$ cat src/rtl/core/i2cbs_pkg.sv
package i2cbs_pkg;

    localparam int BITS_PER_BYTE = 8;

    // bus command codes
    localparam logic [1:0] OP_START = 2'd0;
    localparam logic [1:0] OP_STOP  = 2'd1;
    localparam logic [1:0] OP_SEND  = 2'd2;
    localparam logic [1:0] OP_ACK   = 2'd3;

    // ack status codes
    localparam logic [1:0] ST_NONE    = 2'd0;
    localparam logic [1:0] ST_ACKED   = 2'd1;
    localparam logic [1:0] ST_WAITING = 2'd2;
    localparam logic [1:0] ST_TIMEOUT = 2'd3;

    // configuration register indexes
    localparam logic [1:0] REG_SETUP_HOLD  = 2'd0;
    localparam logic [1:0] REG_BIT_HALF    = 2'd1;
    localparam logic [1:0] REG_RETRY_LIMIT = 2'd2;

    localparam logic [7:0] SETUP_HOLD_RST  = 8'd4;
    localparam logic [7:0] BIT_HALF_RST    = 8'd2;
    localparam logic [7:0] RETRY_LIMIT_RST = 8'd250;

    localparam int PHASE_IDX_W = 5;
    localparam logic [PHASE_IDX_W-1:0] SEND_RUN_LEN = PHASE_IDX_W'(1 + 3 * BITS_PER_BYTE);

    // run kinds decided by the front end
    typedef enum logic [2:0] {
        K_START,
        K_STOP,
        K_SEND,
        K_ACK_OK,
        K_ACK_WAIT,
        K_ACK_TIMEOUT
    } t_kind;

    typedef struct packed {
        t_kind                    kind;
        logic                     fresh;
        logic [BITS_PER_BYTE-1:0] tx_byte;
    } t_desc;

    typedef struct packed {
        logic  valid;
        t_desc desc;
    } t_q_rd;

    function automatic logic [1:0] kind_status(input t_kind kind);
        logic [1:0] st;
        unique case (kind)
            K_ACK_OK:      st = ST_ACKED;
            K_ACK_WAIT:    st = ST_WAITING;
            K_ACK_TIMEOUT: st = ST_TIMEOUT;
            default:       st = ST_NONE;
        endcase
        return st;
    endfunction

    function automatic logic [PHASE_IDX_W-1:0] run_len(input t_kind kind, input logic fresh);
        logic [PHASE_IDX_W-1:0] len;
        unique case (kind)
            K_START:       len = PHASE_IDX_W'(3);
            K_STOP:        len = PHASE_IDX_W'(2);
            K_SEND:        len = SEND_RUN_LEN;
            K_ACK_OK:      len = fresh ? PHASE_IDX_W'(3) : PHASE_IDX_W'(1);
            K_ACK_WAIT:    len = fresh ? PHASE_IDX_W'(2) : PHASE_IDX_W'(1);
            K_ACK_TIMEOUT: len = fresh ? PHASE_IDX_W'(4) : PHASE_IDX_W'(2);
            default:       len = PHASE_IDX_W'(1);
        endcase
        return len;
    endfunction

endpackage

$ cat src/rtl/core/i2cbs_if.sv
interface i2cbs_cmd_if;
    logic       valid;
    logic       ready;
    logic [1:0] operation;
    logic [7:0] tx_byte;
    logic       sda_sample;

    modport source (output valid, output operation, output tx_byte, output sda_sample,
                    input ready);
    modport sink (input valid, input operation, input tx_byte, input sda_sample,
                  output ready);
endinterface

interface i2cbs_phase_if;
    logic       valid;
    logic       ready;
    logic       scl_level;
    logic       sda_release;
    logic [7:0] hold_units;
    logic [1:0] ack_status;
    logic       last_phase;

    modport source (output valid, output scl_level, output sda_release, output hold_units,
                    output ack_status, output last_phase, input ready);
    modport sink (input valid, input scl_level, input sda_release, input hold_units,
                  input ack_status, input last_phase, output ready);
endinterface

$ cat src/rtl/core/i2cbs_front.sv
module i2cbs_front
    import i2cbs_pkg::*;
(
    input  logic            i_clk,
    input  logic            i_rst_n,
    i2cbs_cmd_if.sink       i_cmd,
    input  logic [7:0]      i_retry_limit,
    input  logic            i_q_full,
    output logic            o_q_push,
    output t_desc           o_q_desc
);

    logic [7:0] r_retry;
    logic [7:0] n_retry;
    logic [8:0] next_cnt;
    logic       fresh;
    logic       accept;

    assign i_cmd.ready = !i_q_full;
    assign accept      = i_cmd.valid && !i_q_full;
    assign o_q_push    = accept;
    assign fresh       = (r_retry == 8'd0);
    assign next_cnt    = {1'b0, r_retry} + 9'd1;

    always_comb begin
        o_q_desc.fresh   = fresh;
        o_q_desc.tx_byte = i_cmd.tx_byte;
        o_q_desc.kind    = K_START;
        n_retry          = 8'd0;
        unique case (i_cmd.operation)
            OP_START: o_q_desc.kind = K_START;
            OP_STOP:  o_q_desc.kind = K_STOP;
            OP_SEND:  o_q_desc.kind = K_SEND;
            OP_ACK: begin
                if (!i_cmd.sda_sample) begin
                    o_q_desc.kind = K_ACK_OK;
                end else if (next_cnt > {1'b0, i_retry_limit}) begin
                    o_q_desc.kind = K_ACK_TIMEOUT;
                end else begin
                    o_q_desc.kind = K_ACK_WAIT;
                    n_retry       = next_cnt[7:0];
                end
            end
            default: o_q_desc.kind = K_START;
        endcase
    end

    always_ff @(posedge i_clk) begin
        if (!i_rst_n) begin
            r_retry <= 8'd0;
        end else if (accept) begin
            r_retry <= n_retry;
        end
    end

endmodule

$ cat src/rtl/core/i2cbs_queue.sv
module i2cbs_queue
    import i2cbs_pkg::*;
(
    input  logic  i_clk,
    input  logic  i_rst_n,
    input  logic  i_push,
    input  t_desc i_desc,
    output logic  o_full,
    input  logic  i_pop,
    output t_q_rd o_rd
);

    t_desc      r_mem [2];
    logic       r_wptr;
    logic       r_rptr;
    logic [1:0] r_count;

    assign o_full     = (r_count == 2'd2);
    assign o_rd.valid = (r_count != 2'd0);
    assign o_rd.desc  = r_mem[r_rptr];

    always_ff @(posedge i_clk) begin
        if (i_push) begin
            r_mem[r_wptr] <= i_desc;
        end
    end

    always_ff @(posedge i_clk) begin
        if (!i_rst_n) begin
            r_wptr  <= 1'b0;
            r_rptr  <= 1'b0;
            r_count <= 2'd0;
        end else begin
            if (i_push) begin
                r_wptr <= !r_wptr;
            end
            if (i_pop) begin
                r_rptr <= !r_rptr;
            end
            if (i_push && !i_pop) begin
                r_count <= r_count + 2'd1;
            end else if (i_pop && !i_push) begin
                r_count <= r_count - 2'd1;
            end
        end
    end

endmodule

$ cat src/rtl/core/i2cbs_back.sv
module i2cbs_back
    import i2cbs_pkg::*;
(
    input  logic          i_clk,
    input  logic          i_rst_n,
    input  t_q_rd         i_q_rd,
    output logic          o_q_pop,
    input  logic [7:0]    i_setup_hold,
    input  logic [7:0]    i_bit_half,
    i2cbs_phase_if.source o_phase
);

    // position inside one bit of a byte
    localparam logic [1:0] SUB_LOW_PRE  = 2'd0;
    localparam logic [1:0] SUB_HIGH     = 2'd1;
    localparam logic [1:0] SUB_LOW_POST = 2'd2;

    logic                     r_busy;
    t_kind                    r_kind;
    logic                     r_fresh;
    logic [BITS_PER_BYTE-1:0] r_shift;
    logic [1:0]               r_sub;
    logic [PHASE_IDX_W-1:0]   r_idx;

    logic                     r_out_valid;
    logic                     r_scl;
    logic                     r_sda;
    logic [7:0]               r_hold;
    logic [1:0]               r_status;
    logic                     r_last;

    logic                     emit;
    logic                     last;
    logic                     load;
    logic [PHASE_IDX_W-1:0]   ack_j;
    logic                     ph_scl;
    logic                     ph_sda;
    logic [7:0]               ph_hold;

    assign emit    = r_busy && (!r_out_valid || o_phase.ready);
    assign last    = (r_idx == run_len(r_kind, r_fresh) - PHASE_IDX_W'(1));
    assign load    = i_q_rd.valid && (!r_busy || (emit && last));
    assign o_q_pop = load;
    assign ack_j   = r_fresh ? r_idx - PHASE_IDX_W'(2) : r_idx;

    always_comb begin
        ph_scl  = 1'b0;
        ph_sda  = 1'b1;
        ph_hold = i_bit_half;
        unique case (r_kind)
            K_START: begin
                ph_scl  = (r_idx != PHASE_IDX_W'(2));
                ph_sda  = (r_idx == PHASE_IDX_W'(0));
                ph_hold = (r_idx == PHASE_IDX_W'(2)) ? 8'd0 : i_setup_hold;
            end
            K_STOP: begin
                ph_scl  = (r_idx == PHASE_IDX_W'(1));
                ph_sda  = (r_idx == PHASE_IDX_W'(1));
                ph_hold = i_setup_hold;
            end
            K_SEND: begin
                if (r_idx == PHASE_IDX_W'(0)) begin
                    ph_scl  = 1'b0;
                    ph_sda  = 1'b0;
                    ph_hold = 8'd0;
                end else begin
                    ph_scl  = (r_sub == SUB_HIGH);
                    ph_sda  = r_shift[BITS_PER_BYTE-1];
                    ph_hold = i_bit_half;
                end
            end
            default: begin
                // ack runs: release prefix on a fresh poll, then the outcome
                if (r_fresh && r_idx < PHASE_IDX_W'(2)) begin
                    ph_scl  = (r_idx == PHASE_IDX_W'(1));
                    ph_sda  = 1'b1;
                    ph_hold = i_bit_half;
                end else if (r_kind == K_ACK_OK) begin
                    ph_scl  = 1'b0;
                    ph_sda  = 1'b1;
                    ph_hold = 8'd0;
                end else if (r_kind == K_ACK_WAIT) begin
                    ph_scl  = 1'b1;
                    ph_sda  = 1'b1;
                    ph_hold = i_bit_half;
                end else begin
                    ph_scl  = (ack_j == PHASE_IDX_W'(1));
                    ph_sda  = (ack_j == PHASE_IDX_W'(1));
                    ph_hold = i_setup_hold;
                end
            end
        endcase
    end

    always_ff @(posedge i_clk) begin
        if (!i_rst_n) begin
            r_busy      <= 1'b0;
            r_out_valid <= 1'b0;
            r_idx       <= '0;
            r_sub       <= SUB_LOW_PRE;
        end else begin
            if (load) begin
                r_busy <= 1'b1;
                r_idx  <= '0;
                r_sub  <= SUB_LOW_PRE;
            end else if (emit) begin
                if (last) begin
                    r_busy <= 1'b0;
                end
                r_idx <= r_idx + PHASE_IDX_W'(1);
                if (r_kind == K_SEND && r_idx != PHASE_IDX_W'(0)) begin
                    r_sub <= (r_sub == SUB_LOW_POST) ? SUB_LOW_PRE : r_sub + 2'd1;
                end
            end
            if (emit) begin
                r_out_valid <= 1'b1;
            end else if (o_phase.ready) begin
                r_out_valid <= 1'b0;
            end
        end
    end

    // run descriptor and shift register
    always_ff @(posedge i_clk) begin
        if (load) begin
            r_kind  <= i_q_rd.desc.kind;
            r_fresh <= i_q_rd.desc.fresh;
            r_shift <= i_q_rd.desc.tx_byte;
        end else if (emit && r_kind == K_SEND && r_idx != PHASE_IDX_W'(0)
                     && r_sub == SUB_LOW_POST) begin
            r_shift <= {r_shift[BITS_PER_BYTE-2:0], 1'b0};
        end
    end

    // output register
    always_ff @(posedge i_clk) begin
        if (emit) begin
            r_scl    <= ph_scl;
            r_sda    <= ph_sda;
            r_hold   <= ph_hold;
            r_status <= kind_status(r_kind);
            r_last   <= last;
        end
    end

    assign o_phase.valid       = r_out_valid;
    assign o_phase.scl_level   = r_scl;
    assign o_phase.sda_release = r_sda;
    assign o_phase.hold_units  = r_hold;
    assign o_phase.ack_status  = r_status;
    assign o_phase.last_phase  = r_last;

endmodule

$ cat src/rtl/core/i2c_master_bit_sequencer_core.sv
// the first line phase of a command passes through the command queue, the run registers and the output register
// one line phase per cycle while the output is not stalled by ready; the phase count of each run
//   (start 3, stop 2, send 25, ack check 1 to 4) is set by the phase expander
// a two-entry command queue lets commands be taken while the expander is busy
// reset (synchronous, active low): queue and output empty, retry count zero,
//   registers back to setup hold 4, bit half 2, retry limit 250
module i2c_master_bit_sequencer_core
    import i2cbs_pkg::*;
(
    input  logic          i_clk,
    input  logic          i_rst_n,
    i2cbs_cmd_if.sink     i_cmd,
    i2cbs_phase_if.source o_phase,
    input  logic          psel,
    input  logic          penable,
    input  logic          pwrite,
    input  logic [3:0]    paddr,
    input  logic [31:0]   pwdata,
    output logic [31:0]   prdata,
    output logic          pready
);

    // configuration registers, to be written only while the block is idle; the block does not enforce this
    logic [7:0] r_setup_hold;
    logic [7:0] r_bit_half;
    logic [7:0] r_retry_limit;
    logic       cfg_wr;
    logic [1:0] reg_idx;

    // queue between front end and phase expander
    logic       q_push;
    t_desc      q_desc;
    logic       q_full;
    logic       q_pop;
    t_q_rd      q_rd;

    assign pready  = 1'b1;
    assign reg_idx = paddr[3:2];
    assign cfg_wr  = psel && penable && pwrite && pready;

    always_ff @(posedge i_clk) begin
        if (!i_rst_n) begin
            r_setup_hold  <= SETUP_HOLD_RST;
            r_bit_half    <= BIT_HALF_RST;
            r_retry_limit <= RETRY_LIMIT_RST;
        end else if (cfg_wr) begin
            unique case (reg_idx)
                REG_SETUP_HOLD:  r_setup_hold  <= pwdata[7:0];
                REG_BIT_HALF:    r_bit_half    <= pwdata[7:0];
                REG_RETRY_LIMIT: r_retry_limit <= pwdata[7:0];
                default: ; // unmapped address, write dropped
            endcase
        end
    end

    // register readback
    always_comb begin
        unique case (reg_idx)
            REG_SETUP_HOLD:  prdata = {24'd0, r_setup_hold};
            REG_BIT_HALF:    prdata = {24'd0, r_bit_half};
            REG_RETRY_LIMIT: prdata = {24'd0, r_retry_limit};
            default:         prdata = 32'd0;
        endcase
    end

    // front end: takes commands, keeps the retry count, picks the run kind
    i2cbs_front u_front (
        .i_clk         (i_clk),
        .i_rst_n       (i_rst_n),
        .i_cmd         (i_cmd),
        .i_retry_limit (r_retry_limit),
        .i_q_full      (q_full),
        .o_q_push      (q_push),
        .o_q_desc      (q_desc)
    );

    i2cbs_queue u_queue (
        .i_clk   (i_clk),
        .i_rst_n (i_rst_n),
        .i_push  (q_push),
        .i_desc  (q_desc),
        .o_full  (q_full),
        .i_pop   (q_pop),
        .o_rd    (q_rd)
    );

    // back end: expands each run into line phases behind an output register
    i2cbs_back u_back (
        .i_clk        (i_clk),
        .i_rst_n      (i_rst_n),
        .i_q_rd       (q_rd),
        .o_q_pop      (q_pop),
        .i_setup_hold (r_setup_hold),
        .i_bit_half   (r_bit_half),
        .o_phase      (o_phase)
    );

endmodule
$ cat src/flat_wrapper.sv
// flat-port wrapper written by rule: the top's interface ports become plain ports
module i2c_master_bit_sequencer_core_flat import i2cbs_pkg::*;
  (i_clk, i_rst_n, psel, penable, pwrite, paddr, pwdata, prdata, pready, i_cmd_valid, i_cmd_operation, i_cmd_tx_byte, i_cmd_sda_sample, i_cmd_ready, o_phase_valid, o_phase_scl_level, o_phase_sda_release, o_phase_hold_units, o_phase_ack_status, o_phase_last_phase, o_phase_ready);
  i2cbs_cmd_if i_cmd_i ();
  i2cbs_phase_if o_phase_i ();
  input  logic i_clk;
  input  logic i_rst_n;
  input  logic psel;
  input  logic penable;
  input  logic pwrite;
  input  logic [3:0] paddr;
  input  logic [31:0] pwdata;
  output logic [31:0] prdata;
  output logic pready;
  input wire logic [$bits(i_cmd_i.valid)-1:0] i_cmd_valid;
  input wire logic [$bits(i_cmd_i.operation)-1:0] i_cmd_operation;
  input wire logic [$bits(i_cmd_i.tx_byte)-1:0] i_cmd_tx_byte;
  input wire logic [$bits(i_cmd_i.sda_sample)-1:0] i_cmd_sda_sample;
  output wire logic [$bits(i_cmd_i.ready)-1:0] i_cmd_ready;
  output wire logic [$bits(o_phase_i.valid)-1:0] o_phase_valid;
  output wire logic [$bits(o_phase_i.scl_level)-1:0] o_phase_scl_level;
  output wire logic [$bits(o_phase_i.sda_release)-1:0] o_phase_sda_release;
  output wire logic [$bits(o_phase_i.hold_units)-1:0] o_phase_hold_units;
  output wire logic [$bits(o_phase_i.ack_status)-1:0] o_phase_ack_status;
  output wire logic [$bits(o_phase_i.last_phase)-1:0] o_phase_last_phase;
  input wire logic [$bits(o_phase_i.ready)-1:0] o_phase_ready;
  assign i_cmd_i.valid = i_cmd_valid;
  assign i_cmd_i.operation = i_cmd_operation;
  assign i_cmd_i.tx_byte = i_cmd_tx_byte;
  assign i_cmd_i.sda_sample = i_cmd_sda_sample;
  assign i_cmd_ready = i_cmd_i.ready;
  assign o_phase_valid = o_phase_i.valid;
  assign o_phase_scl_level = o_phase_i.scl_level;
  assign o_phase_sda_release = o_phase_i.sda_release;
  assign o_phase_hold_units = o_phase_i.hold_units;
  assign o_phase_ack_status = o_phase_i.ack_status;
  assign o_phase_last_phase = o_phase_i.last_phase;
  assign o_phase_i.ready = o_phase_ready;
  i2c_master_bit_sequencer_core u_core (.i_clk(i_clk), .i_rst_n(i_rst_n), .i_cmd(i_cmd_i), .o_phase(o_phase_i), .psel(psel), .penable(penable), .pwrite(pwrite), .paddr(paddr), .pwdata(pwdata), .prdata(prdata), .pready(pready));
endmodule
$ cat config.mk
export PLATFORM = sky130hd
export DESIGN_NAME = i2c_master_bit_sequencer_core_flat
export DESIGN_NICKNAME = d
export VERILOG_FILES = /design/src/rtl/core/i2cbs_pkg.sv /design/src/rtl/core/i2cbs_if.sv /design/src/rtl/core/i2cbs_front.sv /design/src/rtl/core/i2cbs_queue.sv /design/src/rtl/core/i2cbs_back.sv /design/src/rtl/core/i2c_master_bit_sequencer_core.sv /design/src/flat_wrapper.sv
export SDC_FILE = /design/constraint.sdc
export NUM_CORES = 1
export LEC_CHECK = 0
export CAP_MARGIN = 20
export CORE_MARGIN = 4
export CORE_UTILIZATION = 57
export CTS_CLUSTER_SIZE = 28
export DETAILED_ROUTE_END_ITERATION = 8
export DONT_BUFFER_PORTS = 1
export PLACE_DENSITY_LB_ADDON = 0.05
export SLEW_MARGIN = 5
export SYNTH_ARGS = -nofsm -noshare
export SYNTH_HDL_FRONTEND = slang
export SYNTH_SLANG_ARGS = --single-unit
$ cat constraint.sdc
create_clock -name i_clk -period 6.1 [get_ports i_clk]
set_input_delay 0.61 -clock i_clk [delete_from_list [all_inputs] [get_ports i_clk]]
set_output_delay 0.61 -clock i_clk [all_outputs]
set_load 0.01 [all_outputs]
After elaboration in Yosys (flattened, before gate mapping)
Memories as Yosys holds them, arrays and structs flattened. A register that Yosys moved wholly into a read port is not among the register bits.
Index checks and enable logic that the tools add are counted.

operators by class
  add/sub/neg operators = 7
  order comparisons = 2
  eq/ne operators = 18
  mux-type cells = 42
  bitwise logic cells = 1
  reductions and logical operators = 40

operators with widths
  kind                                                             count
  8-bit 2-to-1 mux                                                 10
  8-bit one-hot mux with 3 select lines                            2
  5-bit one-hot mux with 6 select lines                            1
  1-bit 2-to-1 mux                                                 17
  1-bit logical AND                                                13
  3-bit one-hot mux with 4 select lines                            1
  2-bit nonzero test                                               6
  2-bit == test, second input constant                             5
  5-bit by 1-bit == test with 1-bit output, second input constant  2
  2-bit 2-to-1 mux                                                 5
  2-bit AND reduction                                              5
  8-bit by 1-bit adder with 9-bit output, second input constant    1
  9-bit by 8-bit greater-than comparator with 1-bit output         1
  8-bit logical NOT                                                1
  1-bit logical NOT                                                7
  2-bit by 1-bit == test with 1-bit output, second input constant  3
  3-bit by 2-bit == test with 1-bit output, second input constant  2
  3-bit == test, second input constant                             2
  3-bit 2-to-1 mux                                                 2
  1-bit one-hot mux with 3 select lines                            2
  2-bit one-hot mux with 3 select lines                            1
  5-bit by 1-bit adder with 5-bit output, second input constant    1
  5-bit by 2-bit == test with 1-bit output, second input constant  1
  5-bit == test                                                    1
  other kinds (15)                                                 18

storage, ports and cells
  flip-flop bits (word level) = 70
  RAM bits = 24
  input port bits = 54
  output and inout port bits = 48
  memories = 1

memories
  memory                words  width  read ports  clocked after memory_dff  wr ports  line               source
  u_core.u_queue.r_mem  2      12     1           1                         1         i2cbs_queue.sv:13  t_desc r_mem [2];

Logic depth before layout (Yosys ltp)
Gate-level depths: netlist of run 1.

  depth in word-level cells = 10
  mapped depth = 14
  mapped depth without buffers = 13

Modules after synthesis
A second synthesis of run 1 with hierarchy kept.

unflattened totals
  cells, all modules = 470
  area, all modules = 5041.1 µm²

modules (own cells, without submodules)
  module                         instances  cells each  area an instance (µm²)
  i2cbs_back                     1          160         1845.5
  i2c_master_bit_sequencer_core  1          155         1337.5
  i2cbs_queue                    1          59          1082.3
  i2cbs_front                    1          96          775.7

Least setup slack after synthesis of run 1
OpenSTA, ideal clock, no wires.

  path kind = register to register
  start = reg u_core.u_back.r_kind[2]
  end = reg u_core.u_queue.r_count[1]
  arrival time = 2.859 ns
  required time = 6.024 ns
  slack = 3.166 ns
  cell stages (with the launch flop) = 14
  path through = edfxtp_1 -> buf_6 -> clkbuf_1 -> a21oi_1 -> o221ai_1 -> ha_1 -> nor2b_1 -> a211oi_2 -> xor2_1 -> a41o_1 -> inv_2 -> ha_1 -> or3_1 -> a21boi_0

between the ends
  cells in the longest elaborated chain, start to end = 10

ends and longest elaborated chain
  what                                                           line               source
  start, declared                                                i2cbs_back.sv:19   t_kind r_kind;
  start signal, assigned                                         i2cbs_back.sv:126  r_kind <= i_q_rd.desc.kind;
  3-bit == test (tied with other cells)                          i2cbs_pkg.sv:63    unique case (kind)
  5-bit one-hot mux with 6 select lines (*)                      i2cbs_pkg.sv:63
  5-bit by 1-bit subtractor with 5-bit output (*)                i2cbs_back.sv:41   assign last = (r_idx == run_len(r_kind, r_fresh) - PHASE_IDX_W'(1));
  5-bit == test (*)                                              i2cbs_back.sv:41
  1-bit logical AND (*)                                          i2cbs_back.sv:42   assign load = i_q_rd.valid && (!r_busy || (emit && last));
  1-bit logical OR (*)                                           i2cbs_back.sv:42
  1-bit logical AND (*)                                          i2cbs_back.sv:42
  1-bit logical NOT                                              i2cbs_queue.sv:40  if (i_push && !i_pop) begin
  1-bit logical AND                                              i2cbs_queue.sv:40
  2-bit 2-to-1 mux / 2-bit nonzero test (equally long branches)  --
  end signal, assigned                                           i2cbs_queue.sv:41  r_count <= r_count + 2'd1;
  end signal, assigned                                           i2cbs_queue.sv:43  r_count <= r_count - 2'd1;
  end, declared                                                  i2cbs_queue.sv:16  logic [1:0] r_count;

Mark *: on every way between the ends. The rest lies on a longest branch, timed or not.
A chain may end at the register's enable or synchronous reset.

Worst setup path in the final report of run 1
Ends and elaborated chain as after synthesis.

==> summary.txt, run 1 <==
ys flop type -> edfxtp_1
largest net degree at the start of global routing -> 41
post-cts sizing count -> 0
clock-pin slew on the worst setup and hold paths -> 100 ps
cell with the most instances after synthesis -> edfxtp_1
IO buf count -> 0
# setup viols final -> 0
HP Class -> in2reg
Data required, critical path -> 6380 ps
Starting Density -> 0.5955
Synth Area in Simple Gates -> 0.1479
Slew Limit Fails -> 0
Pwr Total -> 2.015 mW
Final Skew -> 14.29 ps
Area contributors post-synth -> edfxtp_1, dfxtp_1, ha_1
final hold vios -> 0
Vias/cell -> 5.806
Netlist cell types -> 61
Initial DRC Count -> 193
Nets -> 530
leakage power -> 1.969 nW
TritonCTS Buffers -> 9
R2R cell count -> 11
Worst path max stage delay -> 710 ps
Die X -> 101.6 µm
diode count -> 0
Routability Congestion -> 0.9165
initial antenna violation count -> 0
number of flops mapped to enable cells by yosys -> 49
multiplexer share of the synthesized area -> 0.08874
status -> completed
CP Capture Type -> register
number of cells on the critical path -> 11
hold wc startpoint -> i_rst_n
largest family of logic cells by synthesized area -> simple AND/OR/NAND/NOR gates
CP Buf/Inv Count -> 1
Routed Antenna Nets -> 0
Crit Path Max Fanout -> 16
Hold-fix buffers, CTS -> 0
DRT Pass-1 Iters -> 5
fin cells -> 568
final WL -> 9501 µm
Avg Synthesized Cell Area -> 10.64 µm²
fraction of registers with async set/reset -> 0
Skew-Pair Late Insertion Delay -> 360 ps
Syn. warnings -> 0
post-synthesis adder-cell area fraction -> 0.04512
die area -> 10320 µm²
CP cell instances -> a21oi_1 > o221ai_1 > ha_1 > nor2b_1 > a211oi_2 > xor2_1 > a41o_1 > inv_2 > ha_1 > or3_1 > a21boi_0
relative slew slack -> 0.3959
Max-Cap Viols -> 0
largest area contributor in the netlist -> edfxtp_1
Detailed Place HPWL -> 6809 µm
via count -> 3298
Setup TNS Final -> 0 ps
Slowest-stage cell, CP -> a41o_1
FILL cells -> 683
Yosys top cell area share -> 0.2948
cells after synthesis -> 469
CTS sink cnt -> 95
clock buffer depth -> 2
CP Class -> reg2reg
clock root cell -> clkbuf_8
critical path data arrival time -> 4120 ps
xor-xnor portion of the synthesized cell area -> 0.03685
crit path launch type -> register
share of cells above drive strength 1 -> 0.09935
Core Region -> 8382 µm²
CTS tree -> yes
grt total ovfl -> 0
Tot GR Track Use -> 0.1901
number of setup buffers added after CTS -> 0
synthesized area -> 4991 µm²
final hold slack -> 322.0 ps
num rows -> 33
Power Density -> 393.6 nW/µm²
placed cell count -> 551
Worst Max-Slew Pin Slew -> 901.3 ps
most used cell, CP -> ha_1
number of H-tree levels -> 3
Area Overhead vs Synth -> 2.582%
drc violations -> 0
Compound-Gate Fraction of Synth Area -> 0.1274
unrepaired setup endpoints after global routing -> no
post-layout min period -> 3839 ps
Top Ports -> 102
Critical Path Start -> u_core.u_back.r_kind[2]
Final Cycle Share -> 0.6293
CP top delay family -> compound AO/OA/AOI/OAI gates
Reg-to-Reg Start -> u_core.u_back.r_kind[2]
Fmax achieved -> 0.2605 GHz
Hold Path Depth -> 1
Post-synth top cells -> edfxtp_1, dfxtp_1, nand2_1
number of global-route vias before repair -> 3045
die span in y -> 101.6 µm
synthesized flop and latch total -> 95
Seq/Total Area, Yosys -> 0.4793
DR WL/cell -> 16.73 µm
Peak VDD IR -> 0.1893 mV
first-pass GRT wire length -> 15320 µm
[power by group]
group          internal (mW)  leakage, nW  switching [mW]
Sequential             0.841        0.836           0.123
Combinational          0.301         1.04           0.351
Clock                  0.158       0.0932           0.243
Total                   1.30         1.97           0.716
[path summary, 6_finish.rpt]
| kind | end | slack (ps) |
|---|---|---|
| worst min register to register | u_core.r_bit_half[0] | 480 |
| worst max-delay path | u_core.u_queue.r_count[1] | 2260 |
| worst min-delay path | u_core.r_setup_hold[2] | 320 |
| worst max register to register | u_core.u_queue.r_count[1] | 2260 |
[layout make-up]
cell class / instances / area, µm² / share of cell area
sequential: 95 / 2392 / 0.4673
multi-input combinational: 330 / 2320 / 0.4531
tap: 105 / 131.4 / 0.02566
clock buffer: 9 / 123.9 / 0.02419
inverter: 20 / 75.07 / 0.01466
clock inverter: 7 / 62.56 / 0.01222
timing repair buffer: 2 / 15.01 / 0.002933
[state kept, by name, indices dropped and copies added (netlist names), 2 cells and up, named ones only]
signal and cells:
u_core.u_queue.r_mem 24, u_core.r_bit_half 8, u_core.r_retry_limit 8, u_core.r_setup_hold 8, u_core.u_back.o_phase.hold_units 8, u_core.u_back.r_shift 8, u_core.u_front.r_retry 8, u_core.u_back.r_idx 5
u_core.u_back.r_kind 3, u_core.u_back.o_phase.ack_status 2, u_core.u_back.r_sub 2, u_core.u_queue.r_count 2
[worst reg2reg max path: stages (launching register included)]
cell and delay (ps):
edfxtp_1 650, a21oi_1 240, o221ai_1 140, ha_1 260, nor2b_1 150, a211oi_2 300
xor2_1 220, a41o_1 710, inv_2 200, ha_1 370, or3_1 350, a21boi_0 160
[cell usage in the layout (no fill, tap or decap), drive strengths merged, types with 5 or more instances in the layout]
cell    netlist  layout
nor2         19      19
a21boi       12      12
dfxtp        46      46
nand4         6       6
conb          2      25
xor2          5       5
and3         10      10
nand2        40      40
o211ai        6       6
nand3        24      24
and2          6       6
mux2         21      21
o21a          5       5
xnor2        16      16
edfxtp       49      49
o21ai        14      14
mux2i        18      18
nor2b        15      15
inv          20      24
a31oi         6       6
ha           18      18
a21oi         7       7
clkbuf       17       9
a22o         11      11
nor3          8       8
[through the flow]
stage / setup WS (ps) / utilization / cell area (µm²)
floorplan: 3166 / - / 5077
global placement: 2312 / 0.5877 / 4926
detailed placement: 2265 / 0.5877 / 4926
CTS: 2220 / 0.6099 / 5112
global route: 1946 / 0.6108 / 5120
finish: 2261 / 0.6108 / 5120
[metal layers]
layer / global-route usage / up-vias / routed length (µm)
met1: 0.2746 / 1569 / 4569
met5: 0 / - / 0
met2: 0.2862 / 88 / 4329
met4: 0.05215 / 0 / 131
met3: 0.04614 / 11 / 470
li1: - / 1630 / -
[cells by family after synthesis]
logic type / count (synthesis)
AO/OA/AOI/OAI: 85
buffers and inverters: 67
other: 2
flip-flops: 95
multiplexers: 39
AND/OR/NAND/NOR: 142
XOR/XNOR: 21
adder cells (fa/ha/maj): 18
No activity file was read; power rests on OpenSTA's default activity.
==> run 2: changes to the inputs <==
--- a/config.mk
+++ b/config.mk
@@ -5,6 +5,7 @@
 export SDC_FILE = /design/constraint.sdc
 export NUM_CORES = 1
 export LEC_CHECK = 0
+export ABC_AREA = 1
 export CAP_MARGIN = 20
 export CORE_MARGIN = 4
 export CORE_UTILIZATION = 57
==> constraint.sdc (replaced) <==
create_clock -name i_clk -period 3.3 [get_ports i_clk]
set_input_delay 0.33 -clock i_clk [delete_from_list [all_inputs] [get_ports i_clk]]
set_output_delay 0.33 -clock i_clk [all_outputs]
set_load 0.01 [all_outputs]
==> summary.txt, run 2 <==
number of global-route vias before repair -> 3468 (was 3045)
HP Class -> in2reg (unchanged)
initial antenna violation count -> 0 (unchanged)
Biggest register -> u_core.u_queue.r_mem (unchanged)
Max Used Layer -> met4 (unchanged)
Avg Synthesized Cell Area -> 8.639 µm² (was 10.64 µm²)
cell with the most instances after synthesis -> nand2_1 (was edfxtp_1)
# setup viols final -> 0 (unchanged)
relative slew slack -> 0.6275 (was 0.3959)
Setup TNS Final -> 0 ps (unchanged)
leakage power -> 2.121 nW (was 1.969 nW)
Power Density -> 733.7 nW/µm² (was 393.6 nW/µm²)
CP top delay family -> simple AND/OR/NAND/NOR gates (was compound AO/OA/AOI/OAI gates)
grt total ovfl -> 0 (unchanged)
Nets -> 649 (was 530)
share of cells above drive strength 1 -> 0.09622 (was 0.09935)
final hold slack -> 62.97 ps (was 322.0 ps)
post-cts sizing count -> 0 (unchanged)
Vias/cell -> 5.376 (was 5.806)
Skew-Pair Late Insertion Delay -> 350 ps (was 360 ps)
number of flops mapped to enable cells by yosys -> 49 (unchanged)
Detailed Place HPWL -> 7594 µm (was 6809 µm)
status -> completed (unchanged)
Max-Cap Viols -> 0 (unchanged)
Final Skew -> 10.63 ps (was 14.29 ps)
Peak VDD IR -> 0.4725 mV (was 0.1893 mV)
Pwr Total -> 3.783 mW (was 2.015 mW)
post-layout min period -> 2743 ps (was 3839 ps)
Routability Congestion -> 0.8762 (was 0.9165)
Top Ports -> 102 (unchanged)
DR WL/cell -> 14.20 µm (was 16.73 µm)
final instance area -> 5156 µm² (was 5120 µm²)
Slowest-stage cell, CP -> edfxtp_1 (was a41o_1)
final hold vios -> 0 (unchanged)
Starting Density -> 0.5892 (was 0.5955)
PnR worst setup slack -> 556.9 ps (was 2261 ps)
Post-synth top cells -> nand2_1, inv_1, nor2_1 (was edfxtp_1, dfxtp_1, nand2_1)
R2R cell count -> 17 (was 11)
CP Buf/Inv Count -> 5 (was 1)
Hold-fix buffers, CTS -> 0 (unchanged)
fin cells -> 687 (was 568)
Core Region -> 8299 µm² (was 8382 µm²)
unrepaired setup endpoints after global routing -> no (unchanged)
crit path launch type -> register (unchanged)
placed cell count -> 667 (was 551)
num rows -> 33 (unchanged)
ys flop type -> edfxtp_1 (unchanged)
diode count -> 0 (unchanged)
Psw -> 1.411 mW (was 0.7160 mW)
leading cell type in the layout, fill and taps excluded -> nand2_1 (was edfxtp_1)
number of setup buffers added after CTS -> 0 (unchanged)
largest net degree at the start of global routing -> 31 (was 41)
final WL -> 9755 µm (was 9501 µm)
IO buf count -> 0 (unchanged)
Switching Fraction -> 0.3730 (was 0.3552)
first-pass GRT wire length -> 16530 µm (was 15320 µm)
routed wire length on met3 -> 433 µm (was 470 µm)
CP Capture Type -> register (unchanged)
Area contributors post-synth -> edfxtp_1, dfxtp_1, nand2_1 (was edfxtp_1, dfxtp_1, ha_1)
Area Overhead vs Synth -> 5.450% (was 2.582%)
drc violations -> 0 (unchanged)
largest area contributor in the netlist -> edfxtp_1 (unchanged)
Worst path max stage delay -> 520 ps (was 710 ps)
clock buffer depth -> 2 (unchanged)
Hold Path Depth -> 0 (was 1)
number of H-tree levels -> 3 (unchanged)
Initial DRC Count -> 134 (was 193)
Seq/Total Area, Yosys -> 0.4893 (was 0.4793)
number of cells on the critical path -> 17 (was 11)
fraction of registers with async set/reset -> 0 (unchanged)
max reg flops -> 24 (unchanged)
fin util -> 0.6213 (was 0.6108)
Clk pwr share -> 0.212 (was 0.199)
Syn. warnings -> 0 (unchanged)
critical path data arrival time -> 2810 ps (was 4120 ps)
Slew Limit Fails -> 0 (unchanged)
via count -> 3693 (was 3298)
CP Class -> reg2reg (unchanged)
Routed Antenna Nets -> 0 (unchanged)
most used cell, CP -> nand2_1 (was ha_1)
synthesized area -> 4890 µm² (was 4991 µm²)
Data required, critical path -> 3370 ps (was 6380 ps)
Final Cycle Share -> 0.8312 (was 0.6293)
clock-pin slew on the worst setup and hold paths -> 100 ps (about the same)
clock root cell -> clkbuf_8 (unchanged)
Fmax achieved -> 0.3645 GHz (was 0.2605 GHz)
Place WS -> 503.4 ps (was 2265 ps)
Die X -> 100.6 µm (was 101.6 µm)
DRT Pass-1 Iters -> 6 (was 5)
synthesized flop and latch total -> 95 (unchanged)
Area after DPL -> 4916 µm² (was 4926 µm²)
Worst Max-Slew Pin Slew -> 558.0 ps (was 901.3 ps)
Crit Path Max Fanout -> 10 (was 16)
cells after synthesis -> 566 (was 469)
Tot GR Track Use -> 0.2049 (was 0.1901)
die span in y -> 100.6 µm (was 101.6 µm)
DR WL met2 -> 4791 µm (was 4329 µm)
Logic pwr share -> 0.334 (was 0.323)
Netlist cell types -> 37 (was 61)
Yosys top cell area share -> 0.3009 (was 0.2948)
Int Pwr -> 2.372 mW (was 1.299 mW)
die area -> 10120 µm² (was 10320 µm²)
most frequent cells in the layout -> nand2_1, inv_1, nor2_1 (was edfxtp_1, dfxtp_1, nand2_1)
TritonCTS Buffers -> 9 (unchanged)
CTS tree -> yes (unchanged)
WL met1 -> 4429 µm (was 4569 µm)
CTS sink cnt -> 95 (unchanged)
register share of total power -> 0.454 (was 0.478)
CP cell instances -> inv_2 > nand3_1 > nand2_1 > ha_1 > inv_1 > nand2_1 > nand2_1 > nand2_1 > nor2_1 > nand2_1 > nor2_2 > nand3_2 > nand2_2 > inv_2 > buf_4 > o31ai_1 > buf_2 (was a21oi_1 > o221ai_1 > ha_1 > nor2b_1 > a211oi_2 > xor2_1 > a41o_1 > inv_2 > ha_1 > or3_1 > a21boi_0)
## run 2: cell types whose count changed in the layout (fill, tap and decap cells not counted), moves of 10 or more
cell and delta:
nor2b_1 -15, nor2_1 +49, o211ai_1 +11, a21boi_0 -10
a22o_1 -10, xnor2_1 -16, nand2_1 +69, a21oi_1 +22
inv_1 +49, mux2i_1 -17, o21ai_0 +22
## run 2: area by class of cell
cell class	count	area, µm²
multi-input combinational	385	2057
clock buffer	9	123.9
inverter	74	277.8
clock inverter	7	86.33
tap	105	131.4
sequential	95	2392
fill	727	3143
timing repair buffer	12	87.58
## run 2: final timing paths
path / startpoint / endpoint / slack, ps
setup / recovery: u_core.u_back.r_kind[1] / u_core.u_back.r_shift[0] / 560
hold / removal: i_cmd_tx_byte[5] / u_core.u_queue.r_mem[0][5] / 60
setup reg to reg: u_core.u_back.r_kind[1] / u_core.u_back.r_shift[0] / 560
hold reg to reg: u_core.u_front.r_retry[3] / u_core.u_front.r_retry[3] / 490
## run 2: power groups by stage
stage	Sequential, mW	Clock [mW]	Combinational, mW
CTS	1.74	0.821	1.24
detailed placement	1.77	0	1.23
global placement	1.76	0	1.18
finish	1.72	0.801	1.26
floorplan	1.71	0	1.03
global route	1.75	0.873	1.46
## run 2: cell families (layout without fill, tap and decap cells)
logic type / after synthesis / after routing / share of synthesized area
buffers and inverters: 109 / 102 / 0.1077
multiplexers: 12 / 12 / 0.02738
adder cells (fa/ha/maj): 18 / 18 / 0.04606
flip-flops: 95 / 95 / 0.4893
other: 2 / 25 / 0.001536
AND/OR/NAND/NOR: 219 / 219 / 0.1858
XOR/XNOR: 8 / 8 / 0.01433
AO/OA/AOI/OAI: 103 / 103 / 0.1279
## run 2: layer usage
layer,global-route usage,vias up
met5,0,-
met4,0.05285,0
met3,0.04152,14
met2,0.3473,99
met1,0.2678,1719
li1,-,1861
==> run 3: changes to the inputs <==
==> constraint.sdc (replaced) <==
create_clock -name i_clk -period 2.6 [get_ports i_clk]
set_input_delay 0.26 -clock i_clk [delete_from_list [all_inputs] [get_ports i_clk]]
set_output_delay 0.26 -clock i_clk [all_outputs]
set_load 0.01 [all_outputs]
==> summary.txt, run 3 (synthesis results as in run 2) <==
Tot GR Track Use -> 0.2074 (was 0.2049)
leading cell type in the layout, fill and taps excluded -> nand2_1 (unchanged)
unrepaired setup endpoints after global routing -> yes (was no)
Power Density -> 923.7 nW/µm² (was 733.7 nW/µm²)
Routed Antenna Nets -> 0 (unchanged)
GR Layer Usage met3 -> 0.04152 (unchanged)
Vias/cell -> 5.424 (was 5.376)
HP Class -> in2reg (unchanged)
status -> completed (unchanged)
crit path launch type -> register (unchanged)
Skew-Pair Late Insertion Delay -> 360 ps (was 350 ps)
final instance area -> 5411 µm² (was 5156 µm²)
Routability Congestion -> 0.9165 (was 0.8762)
Final Cycle Share -> 0.9643 (was 0.8312)
met2 usage -> 0.3539 (was 0.3473)
clock root cell -> clkbuf_8 (unchanged)
GR peak layer -> met2 (unchanged)
Core Region -> 8299 µm² (unchanged)
DRT Pass-1 Iters -> 5 (was 6)
Max-Cap Viols -> 0 (unchanged)
Slew Limit Fails -> 0 (unchanged)
number of global-route vias before repair -> 3625 (was 3468)
clock buffer depth -> 2 (unchanged)
Worst Max-Slew Pin Slew -> 573.4 ps (was 558.0 ps)
share of cells above drive strength 1 -> 0.1346 (was 0.09622)
CP Buf/Inv Count -> 3 (was 5)
Detailed Place HPWL -> 7640 µm (was 7594 µm)
DR WL/cell -> 14.52 µm (was 14.20 µm)
CP Capture Type -> register (unchanged)
Starting Density -> 0.5892 (unchanged)
clock-pin slew on the worst setup and hold paths -> 100 ps (about the same)
CP Class -> reg2reg (unchanged)
Data required, critical path -> 2860 ps (was 3370 ps)
Fmax achieved -> 0.3989 GHz (was 0.3645 GHz)
Final Skew -> 10.73 ps (was 10.63 ps)
CTS tree -> yes (unchanged)
die span in y -> 100.6 µm (unchanged)
Worst path max stage delay -> 420 ps (was 520 ps)
CTS sink cnt -> 95 (unchanged)
die area -> 10120 µm² (unchanged)
fin util -> 0.6520 (was 0.6213)
CP cell instances -> buf_4 > buf_4 > nand3_2 > nand2_2 > ha_4 > nand2_1 > nand2_1 > nand2_1 > nor2_1 > nand2_1 > nor2_2 > nand3_2 > nand2_2 > inv_4 > ha_4 > a21oi_2 > o21ai_1 > o21ai_1 > a21oi_1 (was inv_2 > nand3_1 > nand2_1 > ha_1 > inv_1 > nand2_1 > nand2_1 > nand2_1 > nor2_1 > nand2_1 > nor2_2 > nand3_2 > nand2_2 > inv_2 > buf_4 > o31ai_1 > buf_2)
diode count -> 0 (unchanged)
final hold vios -> 0 (unchanged)
Setup TNS Final -> 0 ps (unchanged)
Crit Path Max Fanout -> 4 (was 10)
Nets -> 669 (was 649)
TritonCTS Buffers -> 9 (unchanged)
number of H-tree levels -> 3 (unchanged)
leakage power -> 2.216 nW (was 2.121 nW)
CP top delay family -> simple AND/OR/NAND/NOR gates (unchanged)
Initial DRC Count -> 147 (was 134)
first-pass GRT wire length -> 16750 µm (was 16530 µm)
FILL cells -> 678 (was 727)
final WL -> 10270 µm (was 9755 µm)
critical path data arrival time -> 2770 ps (was 2810 ps)
max reg flops -> 24 (unchanged)
via count -> 3835 (was 3693)
most used cell, CP -> nand2_1 (unchanged)
Area Overhead vs Synth -> 10.67% (was 5.450%)
relative slew slack -> 0.6172 (was 0.6275)
met1 GRT Util -> 0.2645 (was 0.2678)
Top Ports -> 102 (unchanged)
Peak VDD IR -> 0.6275 mV (was 0.4725 mV)
Area after DPL -> 4999 µm² (was 4916 µm²)
Slowest-stage cell, CP -> edfxtp_1 (unchanged)
# setup viols final -> 0 (unchanged)
Die X -> 100.6 µm (unchanged)
post-layout min period -> 2507 ps (was 2743 ps)
grt total ovfl -> 0 (unchanged)
drc violations -> 0 (unchanged)
final hold slack -> 26.98 ps (was 62.97 ps)
most frequent cells in the layout -> nand2_1, inv_1, nor2_1 (unchanged)
largest net degree at the start of global routing -> 24 (was 31)
num rows -> 33 (unchanged)
initial antenna violation count -> 0 (unchanged)
IO buf count -> 0 (unchanged)
Biggest register -> u_core.u_queue.r_mem (unchanged)
[run 3: cell count changes in the layout (fill, tap and decap cells not counted), sizes merged]
cell and change:
inv +2, bufinv -1, clkinvlp -1, buf +10, dlygate4sd3 +10
[run 3: metrics by stage]
stage / total power, mW / setup slack, ps / cells
2_1_floorplan: 3.480 / 2.534 / 589
3_5_place_dp: 3.906 / 20.28 / 676
3_3_place_gp: 3.844 / 96.29 / 676
5_1_grt: 5.358 / -59.83 / 707
6_report: 4.999 / 92.79 / 707
4_1_cts: 4.881 / 17.74 / 702
[run 3: power breakdown]
part	internal [mW]	leakage, nW	switching, mW	total (mW)
Clock	0.380	0.101	0.577	0.957
Sequential	1.99	0.835	0.180	2.17
Combinational	0.713	1.28	1.16	1.87
[run 3: worst paths after layout]
| check | startpoint | endpoint | slack, ps | cells after the start |
|---|---|---|---|---|
| setup / recovery | u_core.u_back.r_fresh | u_core.u_queue.r_count[1] | 90 | 19 |
| setup reg to reg | u_core.u_back.r_fresh | u_core.u_queue.r_count[1] | 90 | 19 |
| hold / removal | pwdata[3] | u_core.r_retry_limit[3] | 30 | 2 |
| hold reg to reg | u_core.u_back.r_busy | u_core.u_back.o_phase.valid | 500 | 2 |
[run 3: worst reg2reg max path, stage by stage, from the launching register on]
cell and delay, ps:
edfxtp_1 420, buf_4 150, buf_4 130, nand3_2 80
nand2_2 80, ha_4 270, nand2_1 50, nand2_1 70
nand2_1 50, nor2_1 110, nand2_1 70, nor2_2 130
nand3_2 80, nand2_2 90, inv_4 50, ha_4 220
a21oi_2 100, o21ai_1 90, o21ai_1 140, a21oi_1 50
[run 3: timing repair]
action,in CTS,in global routing
pin swaps,0,11
hold endpoints to repair,24,1
buffers inserted,1,4
hold buffers,9,1
setup endpoints to repair,1,22
resized for setup,0,21
[run 3: metal layers]
metal,wire length [µm],vias to the layer above,share of wire
met5,0,-,0
met4,149,0,0.015
met3,437,14,0.043
met2,5114,104,0.50
met1,4564,1807,0.44
li1,-,1910,-
[run 3: cell type report]
class                   instances  area (µm²)  share of cell area
clock inverters                 7       68.82             0.01272
clock buffers                   9       123.9             0.02289
multi-input cells             385        2131              0.3938
repair buffers                 32       281.5             0.05202
well taps                     105       131.4             0.02428
flip-flops and latches         95        2395              0.4425
inverters                      74       280.3             0.05179
